`config.mk`:
```
export PLATFORM = sky130hd
export DESIGN_NAME = text_stream_char_filter_top
export DESIGN_NICKNAME = d
export VERILOG_FILES = /design/src/design/tsf_pkg.sv /design/src/design/tsf_front.sv /design/src/design/tsf_queue.sv /design/src/design/tsf_back.sv /design/src/design/text_stream_char_filter_top.sv
export SDC_FILE = /design/constraint.sdc
export NUM_CORES = 1
export LEC_CHECK = 0
export BUFFER_PORTS_ARGS = -buffer_cell sky130_fd_sc_hd__buf_4
export CORE_MARGIN = 2
export CORE_UTILIZATION = 45
export DETAILED_ROUTE_END_ITERATION = 12
export PLACE_DENSITY_LB_ADDON = 0.25
export SLEW_MARGIN = 20
export SYNTH_ARGS = -nofsm -noshare
export SYNTH_HDL_FRONTEND = slang
export SYNTH_SLANG_ARGS = --single-unit
```
`constraint.sdc`:
```
create_clock -name i_clk -period 7 [get_ports i_clk]
set_clock_uncertainty 0.05 [all_clocks]
set_input_delay 1.4 -clock i_clk [delete_from_list [all_inputs] [get_ports i_clk]]
set_output_delay 1.4 -clock i_clk [all_outputs]
set_load 0.05 [all_outputs]
```
`src/design/tsf_pkg.sv`:
```
// Package for the text stream character filter.
// Holds the channel payload types, the queue command type, register codes and byte constants.
// No dependencies.
`default_nettype none

package tsf_pkg;

    typedef struct packed {
        logic [7:0] in_byte;
        logic       file_start;
    } t_in;

    typedef struct packed {
        logic [7:0] out_byte;
        logic       last;
    } t_out;

    typedef struct packed {
        logic [6:0] stage_enables;
        logic [7:0] delete_char;
        logic [7:0] replace_from;
        logic [7:0] replace_to;
        logic [5:0] tab_width;
    } t_cfg;

    // One classified item as the back end needs it.
    typedef struct packed {
        logic       number_line;
        logic [7:0] tab_spaces;
        logic [7:0] ch;
    } t_cmd;

    localparam int CFG_INDEX_W = 3;

    localparam logic [CFG_INDEX_W-1:0] CFG_STAGE_ENABLES = 3'd0;
    localparam logic [CFG_INDEX_W-1:0] CFG_DELETE_CHAR   = 3'd1;
    localparam logic [CFG_INDEX_W-1:0] CFG_REPLACE_FROM  = 3'd2;
    localparam logic [CFG_INDEX_W-1:0] CFG_REPLACE_TO    = 3'd3;
    localparam logic [CFG_INDEX_W-1:0] CFG_TAB_WIDTH     = 3'd4;

    localparam logic [5:0] TAB_WIDTH_RESET = 6'd8;

    localparam int EN_DELETE_BIT  = 0;
    localparam int EN_REPLACE_BIT = 1;
    localparam int EN_UPPER_BIT   = 2;
    localparam int EN_LOWER_BIT   = 3;
    localparam int EN_NUMBER_BIT  = 4;
    localparam int EN_BLANK_BIT   = 5;
    localparam int EN_TABS_BIT    = 6;

    localparam logic [7:0] CH_NUL     = 8'h00;
    localparam logic [7:0] CH_TAB     = 8'h09;
    localparam logic [7:0] CH_NL      = 8'h0A;
    localparam logic [7:0] CH_SPACE   = 8'h20;
    localparam logic [7:0] CH_ZERO    = 8'h30;
    localparam logic [7:0] CH_UPPER_A = 8'h41;
    localparam logic [7:0] CH_UPPER_Z = 8'h5A;
    localparam logic [7:0] CH_LOWER_A = 8'h61;
    localparam logic [7:0] CH_LOWER_Z = 8'h7A;
    localparam logic [7:0] CASE_DELTA = 8'h20;

endpackage

`default_nettype wire

```
`src/design/tsf_front.sv`:
```
// Front end of the text stream character filter: takes items, runs the byte stages,
// tracks the previous byte and the file start flag, and pushes commands into the queue.
// Depends on tsf_pkg.
`default_nettype none

module tsf_front
    import tsf_pkg::*;
#(
    parameter int MAX_TAB_WIDTH = 32
) (
    input  wire logic i_clk,
    input  wire logic i_rst_n,
    input  wire logic i_valid,
    output logic      o_stall,
    input  wire t_in  i_data,
    input  wire t_cfg i_cfg,
    input  wire logic i_queue_full,
    output logic      o_push,
    output t_cmd      o_cmd
);

    logic [7:0] r_prev;
    logic       r_fsp;
    logic       r_count_nz;

    logic [7:0] n_prev;
    logic       n_fsp;
    logic       n_count_nz;

    logic       accept;
    logic       fsp_now;
    logic [7:0] prev_now;
    logic [7:0] c;
    logic [7:0] tab_w;
    logic       number_now;
    logic [7:0] tabs_now;
    logic [6:0] en;

    assign en      = i_cfg.stage_enables;
    assign o_stall = i_queue_full;
    assign accept  = i_valid && !i_queue_full;

    assign tab_w = ({2'b00, i_cfg.tab_width} > 8'(MAX_TAB_WIDTH)) ?
                   8'(MAX_TAB_WIDTH) : {2'b00, i_cfg.tab_width};

    always_comb begin
        fsp_now  = r_fsp || i_data.file_start;
        prev_now = i_data.file_start ? CH_NUL : r_prev;
        c        = i_data.in_byte;
        tabs_now = 8'd0;

        if (en[EN_DELETE_BIT] && c == i_cfg.delete_char) begin
            c = CH_NUL;
        end
        if (en[EN_REPLACE_BIT] && c != CH_NUL && c == i_cfg.replace_from) begin
            c = i_cfg.replace_to;
        end
        if (en[EN_UPPER_BIT] && c >= CH_LOWER_A && c <= CH_LOWER_Z) begin
            c = c - CASE_DELTA;
        end
        if (en[EN_LOWER_BIT] && c >= CH_UPPER_A && c <= CH_UPPER_Z) begin
            c = c + CASE_DELTA;
        end

        number_now = en[EN_NUMBER_BIT] && c != CH_NUL &&
                     (!r_count_nz || prev_now == CH_NL || fsp_now);
        n_fsp      = number_now ? 1'b0 : fsp_now;
        n_count_nz = r_count_nz || number_now;

        if (en[EN_BLANK_BIT] && c == CH_NL && prev_now == CH_NL) begin
            c = CH_NUL;
        end

        n_prev = prev_now;
        if (en[EN_TABS_BIT]) begin
            if (c == CH_TAB) begin
                tabs_now = tab_w;
                c        = CH_NUL;
            end
            if (c == CH_NUL) begin
                n_prev = CH_NUL;
            end
        end
        if (c != CH_NUL) begin
            n_prev = c;
        end
    end

    // Items that yield nothing still update the state but never reach the queue.
    assign o_push = accept && (number_now || tabs_now != 8'd0 || c != CH_NUL);
    assign o_cmd  = '{number_line: number_now, tab_spaces: tabs_now, ch: c};

    always_ff @(posedge i_clk) begin
        if (!i_rst_n) begin
            r_prev     <= CH_NUL;
            r_fsp      <= 1'b0;
            r_count_nz <= 1'b0;
        end else if (accept) begin
            r_prev     <= n_prev;
            r_fsp      <= n_fsp;
            r_count_nz <= n_count_nz;
        end
    end

endmodule

`default_nettype wire

```
`src/design/tsf_queue.sv`:
```
// Two-entry command queue between the front and back ends of the filter.
// Depends on tsf_pkg.
`default_nettype none

module tsf_queue
    import tsf_pkg::*;
(
    input  wire logic i_clk,
    input  wire logic i_rst_n,
    input  wire logic i_push,
    input  wire t_cmd i_cmd,
    output logic      o_full,
    input  wire logic i_pop,
    output logic      o_valid,
    output t_cmd      o_cmd
);

    t_cmd       r_entry [2];
    logic       r_wr_ptr;
    logic       r_rd_ptr;
    logic [1:0] r_count;

    logic       do_push;
    logic       do_pop;

    assign o_full  = r_count == 2'd2;
    assign o_valid = r_count != 2'd0;
    assign o_cmd   = r_entry[r_rd_ptr];
    assign do_push = i_push && !o_full;
    assign do_pop  = i_pop && o_valid;

    always_ff @(posedge i_clk) begin
        if (do_push) begin
            r_entry[r_wr_ptr] <= i_cmd;
        end
    end

    always_ff @(posedge i_clk) begin
        if (!i_rst_n) begin
            r_wr_ptr <= 1'b0;
            r_rd_ptr <= 1'b0;
            r_count  <= 2'd0;
        end else begin
            if (do_push) begin
                r_wr_ptr <= !r_wr_ptr;
            end
            if (do_pop) begin
                r_rd_ptr <= !r_rd_ptr;
            end
            if (do_push && !do_pop) begin
                r_count <= r_count + 2'd1;
            end else if (do_pop && !do_push) begin
                r_count <= r_count - 2'd1;
            end
        end
    end

endmodule

`default_nettype wire

```
`src/design/tsf_back.sv`:
```
// Back end of the filter: expands each queued command into output bytes (line number
// prefix, separator, tab spaces, the byte itself) and keeps the BCD line counter.
// Depends on tsf_pkg.
`default_nettype none

module tsf_back
    import tsf_pkg::*;
#(
    parameter int LINE_DIGITS = 6
) (
    input  wire logic i_clk,
    input  wire logic i_rst_n,
    input  wire logic i_q_valid,
    input  wire t_cmd i_q_cmd,
    output logic      o_pop,
    output logic      o_busy,
    output logic      o_valid,
    input  wire logic i_stall,
    output t_out      o_data
);

    localparam int BCD_W = 4 * LINE_DIGITS;
    localparam int IDX_W = (LINE_DIGITS > 1) ? $clog2(LINE_DIGITS) : 1;
    localparam logic [IDX_W-1:0] IDX_TOP = IDX_W'(LINE_DIGITS - 1);

    typedef enum logic [2:0] {
        S_IDLE,
        S_DIGIT,
        S_SEP,
        S_TAB,
        S_CHAR
    } t_state;

    t_state           r_state;
    t_cmd             r_cmd;
    logic [BCD_W-1:0] r_bcd;
    logic [IDX_W-1:0] r_idx;
    logic             r_lead;
    logic [7:0]       r_cnt;
    logic             r_ov;
    t_out             r_out;

    logic [BCD_W-1:0] n_bcd;
    logic             all_nines;
    logic             carry;
    logic [3:0]       digit;
    logic             lead_now;
    logic             emit;
    logic             adv;
    logic             step;
    logic             load;
    logic [7:0]       cur_byte;
    logic             cur_last;

    // Saturating BCD increment.
    always_comb begin
        n_bcd     = r_bcd;
        all_nines = 1'b1;
        carry     = 1'b1;
        for (int i = 0; i < LINE_DIGITS; i++) begin
            if (r_bcd[4*i +: 4] != 4'd9) begin
                all_nines = 1'b0;
            end
            if (carry) begin
                if (r_bcd[4*i +: 4] >= 4'd9) begin
                    n_bcd[4*i +: 4] = 4'd0;
                end else begin
                    n_bcd[4*i +: 4] = r_bcd[4*i +: 4] + 4'd1;
                    carry           = 1'b0;
                end
            end
        end
        if (all_nines) begin
            n_bcd = r_bcd;
        end
    end

    assign digit    = r_bcd[4*r_idx +: 4];
    assign lead_now = r_lead && digit == 4'd0 && r_idx != '0;

    always_comb begin
        cur_byte = CH_SPACE;
        cur_last = 1'b0;
        unique case (r_state)
            S_IDLE: begin
                cur_byte = CH_SPACE;
                cur_last = 1'b0;
            end
            S_DIGIT: begin
                cur_byte = lead_now ? CH_SPACE : (CH_ZERO + {4'd0, digit});
                cur_last = 1'b0;
            end
            S_SEP: begin
                cur_byte = CH_SPACE;
                cur_last = r_cnt == 8'd1 && r_cmd.tab_spaces == 8'd0 && r_cmd.ch == CH_NUL;
            end
            S_TAB: begin
                cur_byte = CH_SPACE;
                cur_last = r_cnt == 8'd1 && r_cmd.ch == CH_NUL;
            end
            S_CHAR: begin
                cur_byte = r_cmd.ch;
                cur_last = 1'b1;
            end
            default: begin
                cur_byte = CH_SPACE;
                cur_last = 1'b0;
            end
        endcase
    end

    assign emit   = r_state != S_IDLE;
    assign adv    = !r_ov || !i_stall;
    assign step   = emit && adv;
    assign load   = i_q_valid && (r_state == S_IDLE || (step && cur_last));
    assign o_pop  = load;
    assign o_busy = emit;

    always_ff @(posedge i_clk) begin
        if (!i_rst_n) begin
            r_state <= S_IDLE;
            r_bcd   <= '0;
            r_ov    <= 1'b0;
            r_idx   <= '0;
            r_lead  <= 1'b0;
            r_cnt   <= 8'd0;
        end else begin
            if (adv) begin
                r_ov  <= emit;
                r_out <= '{out_byte: cur_byte, last: cur_last};
            end

            if (load) begin
                r_cmd <= i_q_cmd;
                if (i_q_cmd.number_line) begin
                    r_bcd   <= n_bcd;
                    r_state <= S_DIGIT;
                    r_idx   <= IDX_TOP;
                    r_lead  <= 1'b1;
                end else if (i_q_cmd.tab_spaces != 8'd0) begin
                    r_state <= S_TAB;
                    r_cnt   <= i_q_cmd.tab_spaces;
                end else begin
                    r_state <= S_CHAR;
                end
            end else if (step) begin
                unique case (r_state)
                    S_IDLE: begin
                        r_state <= S_IDLE;
                    end
                    S_DIGIT: begin
                        if (r_idx == '0) begin
                            r_state <= S_SEP;
                            r_cnt   <= 8'd2;
                        end else begin
                            r_idx  <= r_idx - IDX_W'(1);
                            r_lead <= lead_now;
                        end
                    end
                    S_SEP: begin
                        if (r_cnt != 8'd1) begin
                            r_cnt <= r_cnt - 8'd1;
                        end else if (r_cmd.tab_spaces != 8'd0) begin
                            r_state <= S_TAB;
                            r_cnt   <= r_cmd.tab_spaces;
                        end else if (r_cmd.ch != CH_NUL) begin
                            r_state <= S_CHAR;
                        end else begin
                            r_state <= S_IDLE;
                        end
                    end
                    S_TAB: begin
                        if (r_cnt != 8'd1) begin
                            r_cnt <= r_cnt - 8'd1;
                        end else if (r_cmd.ch != CH_NUL) begin
                            r_state <= S_CHAR;
                        end else begin
                            r_state <= S_IDLE;
                        end
                    end
                    S_CHAR: begin
                        r_state <= S_IDLE;
                    end
                    default: begin
                        r_state <= S_IDLE;
                    end
                endcase
            end
        end
    end

    assign o_valid = r_ov;
    assign o_data  = r_out;

endmodule

`default_nettype wire

```
`src/design/text_stream_char_filter_top.sv`:
```
// Top level of the text stream character filter: configuration registers, front end,
// command queue and back end. Depends on tsf_pkg, tsf_front, tsf_queue and tsf_back.
`default_nettype none

// Text bytes enter one per cycle and run through delete, replace, upper and lower case,
// line numbering, blank line dropping and tab expansion as enabled in stage_enables.
// The front end classifies an input item in the cycle it is taken and keeps going as
// long as the two-entry command queue has room; the back end sets the rate, emitting one
// output byte per cycle while the output is not stalled: a numbered line adds LINE_DIGITS
// digits and two separator spaces, and a tab expands to min(tab_width, MAX_TAB_WIDTH)
// spaces. After the back end has run dry, the next queued command is first loaded while
// idle before its bytes are emitted. Items that produce no output never enter the queue.
// Every output byte carries last on the final byte of its input item. Configuration is
// written through a separate port that is always ready; indexes above 4 are ignored.
module text_stream_char_filter_top
    import tsf_pkg::*;
#(
    parameter int MAX_TAB_WIDTH = 32,
    parameter int LINE_DIGITS   = 6
) (
    input  wire logic                   i_clk,
    input  wire logic                   i_rst_n,
    input  wire logic                   i_in_valid,
    output logic                        o_in_stall,
    input  wire t_in                    i_in_data,
    output logic                        o_out_valid,
    input  wire logic                   i_out_stall,
    output t_out                        o_out_data,
    input  wire logic                   i_cfg_valid,
    output logic                        o_cfg_ready,
    input  wire logic [CFG_INDEX_W-1:0] i_cfg_index,
    input  wire logic [7:0]             i_cfg_data
);

    t_cfg r_cfg;

    logic w_push;
    t_cmd w_push_cmd;
    logic w_q_full;
    logic w_q_valid;
    t_cmd w_q_cmd;
    logic w_pop;
    logic w_back_busy;

    assign o_cfg_ready = 1'b1;

    always_ff @(posedge i_clk) begin
        if (!i_rst_n) begin
            r_cfg <= '{stage_enables: 7'd0, delete_char: 8'd0, replace_from: 8'd0,
                       replace_to: 8'd0, tab_width: TAB_WIDTH_RESET};
        end else if (i_cfg_valid) begin
            unique case (i_cfg_index)
                CFG_STAGE_ENABLES: r_cfg.stage_enables <= i_cfg_data[6:0];
                CFG_DELETE_CHAR:   r_cfg.delete_char   <= i_cfg_data;
                CFG_REPLACE_FROM:  r_cfg.replace_from  <= i_cfg_data;
                CFG_REPLACE_TO:    r_cfg.replace_to    <= i_cfg_data;
                CFG_TAB_WIDTH:     r_cfg.tab_width     <= i_cfg_data[5:0];
                default: begin
                end
            endcase
        end
    end

    tsf_front #(
        .MAX_TAB_WIDTH(MAX_TAB_WIDTH)
    ) u_front (
        .i_clk        (i_clk),
        .i_rst_n      (i_rst_n),
        .i_valid      (i_in_valid),
        .o_stall      (o_in_stall),
        .i_data       (i_in_data),
        .i_cfg        (r_cfg),
        .i_queue_full (w_q_full),
        .o_push       (w_push),
        .o_cmd        (w_push_cmd)
    );

    tsf_queue u_queue (
        .i_clk   (i_clk),
        .i_rst_n (i_rst_n),
        .i_push  (w_push),
        .i_cmd   (w_push_cmd),
        .o_full  (w_q_full),
        .i_pop   (w_pop),
        .o_valid (w_q_valid),
        .o_cmd   (w_q_cmd)
    );

    tsf_back #(
        .LINE_DIGITS(LINE_DIGITS)
    ) u_back (
        .i_clk     (i_clk),
        .i_rst_n   (i_rst_n),
        .i_q_valid (w_q_valid),
        .i_q_cmd   (w_q_cmd),
        .o_pop     (w_pop),
        .o_busy    (w_back_busy),
        .o_valid   (o_out_valid),
        .i_stall   (i_out_stall),
        .o_data    (o_out_data)
    );

    // A command pushed by the front end is visible to the back end in the next cycle.
    a_push_lands: assert property (@(posedge i_clk) disable iff (!i_rst_n)
        w_push |=> w_q_valid)
        else $error("pushed command missing from queue");

    // An output item can only appear if the back end was working on a command.
    a_no_phantom_out: assert property (@(posedge i_clk) disable iff (!i_rst_n)
        (!w_back_busy && !w_q_valid) |=> !$rose(o_out_valid))
        else $error("output item without a command");

    // The back end never takes a command from an empty queue.
    a_pop_nonempty: assert property (@(posedge i_clk) disable iff (!i_rst_n)
        w_pop |-> w_q_valid)
        else $error("pop from empty queue");

endmodule

`default_nettype wire

```
==> flow_summary.ini, run 1 <==
[global_routing]
antenna_found_initial = 0
grt_pass1_wl_mm = 28.3
track_usage = 0.198
grt.overflow.total = 0
first_global_vias = 5586
grt_max_degree = 68

[power]
leakage_nw = 3.10
peakVddDrop_mv = 0.192
powerDensity_mw_per_mm2 = 309

[setup_path]
cp_slowest_stage_delay_ns = 0.55
crit_family = simple AND/OR/NAND/NOR gates
path_buf_inv = 1
cp-end-kind = flip-flop
path_max_fanout = 8
reg2reg_slack_ns = 1.68
rr_worst_depth = 18
critPathArrivalTime_ns = 6.52
crit_type = in2reg
crit_path_start_kind = primary input
rr_startpoint = r_cfg[19]$_SDFFE_PN0P_
path_cells = buf_4 > nor4_1 > a2111oi_4 > nand3_2 > mux2_2 > and2_1 > ha_1 > o2111ai_1 > nor3_1 > mux2i_1 > and3_1 > ha_1 > or4_1 > o21a_1 > o311a_1 > o21a_1 > ha_1 > or3_1 > a21oi_1
crit_path_frequent_cell = ha_1
setup.worst_path.start = i_in_data[5]
required_ns = 7.31
reg2reg_to = u_queue.r_count[1]$_SDFFE_PN0P_
crit_slowest_cell = nor4_1

[route]
drtIter0Drc = 351
drc = 0
wirelength_mm = 16.7
num_vias = 5797
drt-pass1-iter-count = 4
wire_per_inst_um = 15.8
vias_per_cell = 5.46
ant_nets = 0

[synth]
synth_flop_cell = dfxtp_1
async_flop_share = 0
yosys_warnings = 0
synthCells = 804
syn_area_mm2 = 0.00764
synth_nets = 855
synth_edf_count = 53
syn_area_per_cell_um2 = 9.50
synth_seq_cells = 145
synth_cell_type_count = 75
yosysSeqAreaShare = 0.450

[placed_design]
portBuffers = 35
gp_congestion = 0.908
hpwl_mm = 12.1

[floorplanning]
io_pins = 37
coreArea_mm2 = 0.0166
num_rows = 47
die_width_um = 134
start_util = 0.460
die_area_mm2 = 0.0180
fp.dieH_um = 134

[hold_path]
whs_path_depth = 2
hp-start = u_front.r_prev[0]$_SDFFE_PN0P_
min_path_type = reg2reg
min_to = u_front.r_prev[0]$_SDFFE_PN0P_

[final_layout]
finalNetCount = 879
layout_commonest_cell = nand2_1
num-fill-cells = 1534
final_layout_size_suffix_gt1_frac = 0.144
mostFrequentLayoutCells = 110 x nand2_1, 92 x dfxtp_1, 71 x nor2_1
regArea_mm2 = 0.00343
multi_input_area_mm2 = 0.00392
diodes = 0
syn2layout_area_growth_pct = 13.0

[status]
run_status = finished, final reports clean

[timing]
period_share = 0.887
rsz0062_at_grt = no
fmax_mhz = 161
min_period_ns = 6.21
fin_tns_setup_ns = 0
hold_violations = 0
hold-worst-slack_ns = 0.406
worst_slew_pin_slew_ns = 0.999
final-setup-viol-count = 0
relSlewSlack = 0.331
slew_viol_final = 0

[clocking]
cts_max_path_buffers = 2
cts.sinks = 145
worstSkewPairLatency_ns = 0.42
postCtsHoldBufs = 0
ctsResizeCount = 0
post_cts.repair.setup_buffers = 0
h-tree-depth = 4
tritoncts = yes
cts_buffers = 17
cts_root_buffer = clkbuf_16
path_clk_slew_ns = 0.06

[flow_run]
drv_cap = 0
==> cell usage after synthesis, types with 5 or more instances <==
cell	count	area, µm²
nand2_1	110	413
dfxtp_1	92	1840
nor2_1	72	270
a21oi_1	55	275
edfxtp_1	53	1590
inv_1	32	120
mux2i_1	32	320
ha_1	26	325
clkbuf_1	25	93.8
o21ai_0	21	105
mux2_2	19	214
nor3_1	17	85.1
xnor2_1	16	140
nand3_1	15	75.1
nor4_1	15	93.8
and2_1	14	87.6
nand2b_1	12	75.1
a22oi_1	11	82.6
nor2b_1	10	62.6
or3_1	9	56.3
xor2_1	9	78.8
nand4_1	8	50.1
o22ai_1	8	50.1
and3_1	7	43.8
buf_2	7	35.0
o211ai_1	7	52.6
o2111ai_1	6	52.6
a41oi_1	5	43.8
nand4b_1	5	43.8
o31ai_1	5	37.5
==> report_power, final <==
group          internal, W  switching (W)  total, W
clock network     0.000477       0.000366  0.000843
logic             0.000302       0.000418  0.000719
registers          0.00100       0.000104   0.00111
total              0.00178       0.000888   0.00267
==> how the worst max path moves through the flow <==
| stage | endpoint | slack (ns) | cells after the start |
|---|---|---|---|
| floorplan | u_queue.r_count[1]$_SDFFE_PN0P_ | 0.57 | 20 |
| global placement | u_queue.r_count[1]$_SDFFE_PN0P_ | 0.47 | 19 |
| detailed placement | u_queue.r_count[1]$_SDFFE_PN0P_ | 0.42 | 19 |
| CTS | u_queue.r_count[1]$_SDFFE_PN0P_ | 0.83 | 19 |
| global route | u_queue.r_count[1]$_SDFFE_PN0P_ | 0.52 | 19 |
| finish | u_queue.r_count[1]$_SDFFE_PN0P_ | 0.79 | 19 |
==> state kept, by name (all words and copies together) (netlist names), named ones only <==
signal,flops
u_front.r_prev,8
u_back.r_state,3
u_back.o_data,9
u_back.r_bcd,24
u_queue.r_wr_ptr,1
u_back.r_cnt,8
u_back.o_valid,1
u_back.r_idx,3
u_queue.r_entry,30
u_queue.r_rd_ptr,1
u_back.r_lead,1
r_cfg,37
u_back.r_cmd,14
u_queue.r_count,2
u_front.r_count_nz,1
u_front.r_fsp,1
==> per-stage QoR <==
step | instances | power (W) | worst slack, ns | instance area, µm² | util
final | 1061 | 0.00267 | 0.792 | 8630 | 0.520
after global routing | 1061 | 0.00283 | 0.517 | 8630 | 0.520
after CTS | 1061 | 0.00269 | 0.830 | 8630 | 0.520
after detailed placement | 1029 | 0.00184 | 0.422 | 8070 | 0.487
after global placement | 1029 | 0.00184 | 0.472 | 8070 | 0.487
after floorplan | 804 | 0.00168 | 0.567 | 7640 | -
==> cells by family after synthesis <==
group | count (synthesis) | share of synthesized area
mux | 55 | 0.0818
compound gates | 158 | 0.144
fa+ha+maj | 26 | 0.0426
buf+inv | 71 | 0.0375
flops | 145 | 0.450
xor+xnor | 25 | 0.0287
other cells | 1 | 0.000491
simple gates | 323 | 0.215
==> layer usage <==
layer / part of all wire / up-vias / GRT usage / wire length, µm
met3: 0.046 / 24 / 0.0480 / 772
met4: 0.018 / 0 / 0.0754 / 308
met2: 0.46 / 152 / 0.310 / 7750
li1: - / 2953 / - / -
met5: 0 / - / 0 / 0
met1: 0.47 / 2668 / 0.265 / 7880
==> cell type report <==
type	instances	share of cell area
inverters	33	0.0144
well taps	220	0.0319
flip-flops and latches	145	0.398
multi-input cells	588	0.454
clock buffers	19	0.0525
repair buffers	43	0.0374
clock inverters	13	0.0120
==> worst register-to-register path: stages, from the launching register on <==
cell and delay (ns):
dfxtp_1 0.32, xor2_1 0.19, a2111oi_4 0.50, nand3_2 0.13, mux2_2 0.32, and2_1 0.18, ha_1 0.22, o2111ai_1 0.35
nor3_1 0.09, mux2i_1 0.14, and3_1 0.26, ha_1 0.27, or4_1 0.53, o21a_1 0.28, o311a_1 0.41, o21a_1 0.23
ha_1 0.32, or3_1 0.35, a21oi_1 0.14
No activity file was read; power rests on OpenSTA's default activity.
==> run 2, diff against run 1 <==
- PLACE_DENSITY: default -> 0.71
- PLACE_DENSITY_LB_ADDON: 0.25 -> default
- SETUP_SLACK_MARGIN: default -> 0.2
- clock period: 7 -> 5.7 ns (I/O delays scaled with it)
==> run 2 against run 1 <==
  * Clock power grew 34%
  * First-iteration DRC count shrank 17%
  * Flip-flop and latch count is the same
  * Critical path depth grew 1
  * Count of clock-buffer cells in the layout grew 1
  * Combinational power grew 27%
  * Worst setup slack lost 0.49 ns
  * Sequential power grew 23%
  * Routed wire length grew 4.0%
  * Critical path type unchanged
  * Critical endpoint unchanged
==> flow_summary.ini, run 2 (synthesis gave the netlist of run 1 again) <==
[status]
run_status = finished, final reports clean

[clocking]
cts_buffers = 17
tritoncts = yes
path_clk_slew_ns = 0.06
cts_root_buffer = clkbuf_16
cts.sinks = 145
postCtsHoldBufs = 0
h-tree-depth = 4
worstSkewPairLatency_ns = 0.43
cts_max_path_buffers = 2

[power]
leakage_nw = 3.25
powerDensity_mw_per_mm2 = 380
total_power_w = 0.00342
peakVddDrop_mv = 0.252

[floorplanning]
die_width_um = 134
die_area_mm2 = 0.0180
fp.dieH_um = 134
start_util = 0.460
io_pins = 37
coreArea_mm2 = 0.0166
num_rows = 47

[setup_path]
reg2reg_slack_ns = 0.69
rr_worst_depth = 19
crit_type = in2reg
reg2reg_to = u_queue.r_count[1]$_SDFFE_PN0P_
crit_path_start_kind = primary input
rr_startpoint = r_cfg[14]$_SDFFE_PN0P_
path_max_fanout = 4
cp-end-kind = flip-flop
critPathArrivalTime_ns = 5.70
required_ns = 6.00

[route]
drc = 0
wire_per_inst_um = 16.1
ant_nets = 0
num_vias = 6001
drtIter0Drc = 293
vias_per_cell = 5.56
wirelength_mm = 17.4
drt-pass1-iter-count = 4

[flow_run]
drv_cap = 0

[global_routing]
antenna_found_initial = 0
grt_max_degree = 72
track_usage = 0.201
grt.overflow.total = 0
first_global_vias = 5782
grt_pass1_wl_mm = 28.8

[timing]
period_share = 0.948
slew_viol_final = 0
relSlewSlack = 0.303
hold_violations = 0
worst_slew_pin_slew_ns = 1.04
rsz0062_at_grt = yes
fmax_mhz = 185
final-setup-viol-count = 0
min_period_ns = 5.40
setup_slack_ns = 0.299

[final_layout]
regMostFlops = r_cfg
final_layout_size_suffix_gt1_frac = 0.180
num-fill-cells = 1484
fin_cells = 1080
layout_commonest_cell = nand2_1
diodes = 0
syn2layout_area_growth_pct = 17.6
largest_register_ffs = 37
fin_area_mm2 = 0.00898
top_regs = r_cfg (37), u_queue.r_entry (30), u_back.r_bcd (24)
finalNetCount = 898
mostFrequentLayoutCells = 110 x nand2_1, 92 x dfxtp_1, 72 x nor2_1

[placed_design]
hpwl_mm = 12.3
gp_congestion = 0.891
postPlaceCellArea_mm2 = 0.00830
portBuffers = 35
dp_slack_ns = -0.0467
dp_cells = 1046

[hold_path]
hp-start = u_front.r_prev[1]$_SDFFE_PN0P_
whs_path_depth = 2
min_path_type = reg2reg
min_to = u_front.r_prev[1]$_SDFFE_PN0P_
## run 2: cell types whose count changed in the layout (fill, tap and decap cells not counted), sizes merged
cell | before | now
buf | 43 | 62
bufinv | 0 | 3
clkinvlp | 4 | 1
clkbuf | 19 | 20
inv | 37 | 36
## run 2: worst max-delay path by stage
stage	from	slack, ns	end
after floorplan	i_in_data[1]	0.0007	u_queue.r_count[1]$_SDFFE_PN0P_
after detailed placement	i_in_data[5]	-0.05	u_queue.r_count[1]$_SDFFE_PN0P_
after CTS	i_in_data[7]	0.34	u_queue.r_count[1]$_SDFFE_PN0P_
final	i_in_data[1]	0.30	u_queue.r_count[1]$_SDFFE_PN0P_
after global placement	i_in_data[5]	0.06	u_queue.r_count[1]$_SDFFE_PN0P_
after global routing	i_in_data[1]	0.13	u_queue.r_count[1]$_SDFFE_PN0P_
## run 2: repair_timing
| item | in CTS | in global routing |
|---|---|---|
| resized for setup | 0 | 13 |
| setup buffers | 0 | 2 |
| endpoints found under the setup margin | 0 | 1 |
## run 2: layout make-up
type	count	area [µm²]	share of cell area
clock buffer	20	447	0.0497
tap	220	275	0.0306
inverter	33	124	0.0138
timing repair buffer	62	478	0.0532
multi-input combinational	588	4070	0.453
clock inverter	12	155	0.0173
sequential	145	3430	0.382
## run 2: stage by stage
stage	util	hold WS, ns	setup TNS [ns]
detailed placement	0.500	0.397	-0.0467
CTS	0.537	0.406	0
floorplan	-	0.382	0
finish	0.542	0.412	0
global placement	0.500	0.394	0
global route	0.542	0.422	0
## run 2: layer usage
layer,vias to the layer above,share of wire,track usage
met5,-,0,0
met3,34,0.049,0.0427
met1,2790,0.45,0.262
li1,2997,-,-
met2,180,0.48,0.325
met4,0,0.026,0.0865
## run 2: where the power goes
part	switching, W	internal (W)	leakage [nW]	total (W)
registers	0.000131	0.00123	1.25	0.00137
logic	0.000528	0.000387	1.71	0.000915
clock network	0.000433	0.000702	0.296	0.00113
## run 2: critical path, cell delays in order
cell and delay, ns:
buf_12 0.11, xor2_4 0.15, a2111oi_4 0.39, nand3_2 0.14, mux2_4 0.33, and2_4 0.15, ha_4 0.17, o211ai_1 0.27
o21ai_1 0.09, mux2i_1 0.20, and2_4 0.19, ha_4 0.20, or4_4 0.50, o21a_1 0.24, or3_1 0.36, o21a_1 0.23
ha_4 0.17, xor2_2 0.14, or3_1 0.37, a21oi_1 0.14
==> run 3, diff against run 2 <==
- ABC_AREA: default -> 1
- CTS_CLUSTER_SIZE: default -> 24
- HOLD_SLACK_MARGIN: default -> 0.08
==> run 3 against run 2 <==
  * Cell area rose by 1.2%
  * Fmax rose by 3.9%
  * Cell count rose by 23%
  * Critical path type unchanged
==> flow_summary.ini, run 3 <==
[status]
run_status = finished, final reports clean

[timing]
hold_violations = 0
slew_viol_final = 0
hold-worst-slack_ns = 0.404
relSlewSlack = 0.535
final-setup-viol-count = 0
fin_tns_setup_ns = 0
rsz0062_at_grt = no
worst_slew_pin_slew_ns = 0.698
fmax_mhz = 192
period_share = 0.912
min_period_ns = 5.20

[clocking]
cts.sinks = 145
worstSkewPairLatency_ns = 0.42
postCtsHoldBufs = 0
cts_max_path_buffers = 2
path_clk_slew_ns = 0.06
cts_root_buffer = clkbuf_16
tritoncts = yes
cts_buffers = 17
h-tree-depth = 4

[route]
ant_nets = 0
drtIter0Drc = 397
wirelength_mm = 18.2
drt-pass1-iter-count = 6
drc = 0
vias_per_cell = 5.22
wire_per_inst_um = 13.7
num_vias = 6930

[setup_path]
reg2reg_slack_ns = 0.99
required_ns = 5.96
crit_path_start_kind = primary input
critPathArrivalTime_ns = 5.46
crit_type = in2reg
rr_startpoint = r_cfg[27]$_SDFFE_PN0P_
reg2reg_to = u_queue.r_count[1]$_SDFFE_PN0P_
path_max_fanout = 8
rr_worst_depth = 38
crit_slowest_cell = ha_1
cp_slowest_stage_delay_ns = 0.27
crit_path_frequent_cell = nand2_2
cp-end-kind = flip-flop

[hold_path]
min_path_type = reg2reg
whs_path_depth = 1
min_to = u_queue.r_rd_ptr$_SDFFE_PN0P_
hp-start = u_queue.r_rd_ptr$_SDFFE_PN0P_

[final_layout]
finalNetCount = 1141
regMostFlops = r_cfg
layout_commonest_cell = nand2_1
num-fill-cells = 1603
largest_register_ffs = 37
diodes = 0
syn2layout_area_growth_pct = 15.9
mostFrequentLayoutCells = 194 x nand2_1, 167 x inv_1, 96 x nor2_1
final_layout_size_suffix_gt1_frac = 0.144
top_regs = r_cfg (37), u_queue.r_entry (30), u_back.r_bcd (24)

[global_routing]
grt_pass1_wl_mm = 29.1
track_usage = 0.198
antenna_found_initial = 0
grt_max_degree = 72
grt.overflow.total = 0
first_global_vias = 6257

[power]
powerDensity_mw_per_mm2 = 376
total_power_w = 0.00342
leakage_nw = 3.80
peakVddDrop_mv = 0.286

[synth]
syn_area_mm2 = 0.00784
synth_nets = 1091
async_flop_share = 0
syn_area_per_cell_um2 = 7.54
yosysTopAreaCell = dfxtp_1
synth_top_area_frac = 0.235
synth_edf_count = 53
synth_seq_cells = 145
synth_cell_type_count = 50
netlist_top_cells_count = 207 x nand2_1, 167 x inv_1, 97 x nor2_1, 92 x dfxtp_1, 86 x o21ai_0
netlist_top_cells_area = dfxtp_1 23%, edfxtp_1 20%, nand2_1 9.9%
yosys_warnings = 0
synth_flop_cell = dfxtp_1
yosysSeqAreaShare = 0.438
synthCells = 1040
yosysMostFrequentCell = nand2_1

[floorplanning]
coreArea_mm2 = 0.0172
start_util = 0.457
fp.dieH_um = 136
io_pins = 37
num_rows = 48
die_area_mm2 = 0.0185
die_width_um = 136

[placed_design]
portBuffers = 35
gp_congestion = 0.921
hpwl_mm = 12.8

[flow_run]
drv_cap = 0
-- run 3: changes by cell type after synthesis, sizes merged, moves of 19 or more --
| cell | delta |
|---|---|
| nor2 | +37 |
| a21oi | +22 |
| mux2 | -19 |
| o21ai | +72 |
| nand2 | +113 |
| inv | +141 |
| mux2i | -29 |
| nand3 | +57 |
-- run 3: repair_timing --
item                                    in CTS  in global routing
resized for setup                            0                 31
endpoints found under the setup margin       0                  2
buffers inserted                             0                 13
-- run 3: per-stage QoR --
step	setup slack [ns]	instance area, µm²	cells	utilization
6_report	0.501	9090	1328	0.529
3_3_place_gp	0.109	8340	1281	0.485
5_1_grt	0.148	9090	1328	0.529
3_5_place_dp	-0.0328	8340	1281	0.485
4_1_cts	0.418	8860	1313	0.516
2_1_floorplan	0.547	7840	1040	-
-- run 3: layout make-up --
class / count / area, µm² / share of cell area
inverter: 174 / 653 / 0.0719
sequential: 145 / 3430 / 0.378
clock buffer: 21 / 440 / 0.0485
timing repair buffer: 56 / 440 / 0.0485
clock inverter: 11 / 82.6 / 0.00909
tap: 225 / 282 / 0.0310
multi-input combinational: 696 / 3760 / 0.413
-- run 3: worst max-delay path, delay by kind of cell --
family	cells	cell delay [ns]
adders and majority gates	3	0.69
AOI/OAI and AO/OA	6	0.64
and+or+nand+nor	23	2.34
buffers and inverters	7	0.63
-- run 3: logic make-up (layout without fill, tap and decap cells) --
kind of cell / after synthesis / after routing / share of synthesized area
other: 1 / 1 / 0.000478
AO/OA/AOI/OAI: 204 / 204 / 0.145
adder cells (fa/ha/maj): 26 / 26 / 0.0415
multiplexers: 3 / 3 / 0.00383
flip-flops: 145 / 145 / 0.438
XOR/XNOR: 7 / 7 / 0.00782
AND/OR/NAND/NOR: 453 / 455 / 0.265
buffers and inverters: 201 / 262 / 0.0989
-- run 3: report_power, final --
| part | switching [W] | internal [W] | leakage (nW) |
|---|---|---|---|
| clock network | 0.000439 | 0.000559 | 0.247 |
| logic | 0.000703 | 0.000344 | 2.30 |
| registers | 0.000119 | 0.00126 | 1.25 |
-- run 3: routing by layer --
metal | GRT usage | up-vias | part of all wire
li1 | - | 3519 | -
met1 | 0.250 | 3171 | 0.44
met2 | 0.331 | 195 | 0.47
met3 | 0.0470 | 45 | 0.055
met4 | 0.0700 | 0 | 0.027
met5 | 0 | - | 0
-- run 3: how the worst max path moves through the flow --
stage / from / end / slack [ns] / cells past startpoint
2_1_floorplan: i_in_data[3] / u_queue.r_entry[0][0]$_DFFE_PP_ / 0.55 / 32
3_3_place_gp: i_in_data[5] / u_queue.r_count[1]$_SDFFE_PN0P_ / 0.11 / 37
3_5_place_dp: i_in_data[5] / u_queue.r_count[1]$_SDFFE_PN0P_ / -0.03 / 35
4_1_cts: i_in_data[6] / u_queue.r_count[1]$_SDFFE_PN0P_ / 0.42 / 35
5_1_grt: i_in_data[8] / u_queue.r_count[1]$_SDFFE_PN0P_ / 0.15 / 36
6_report: i_in_data[4] / u_queue.r_count[1]$_SDFFE_PN0P_ / 0.50 / 39
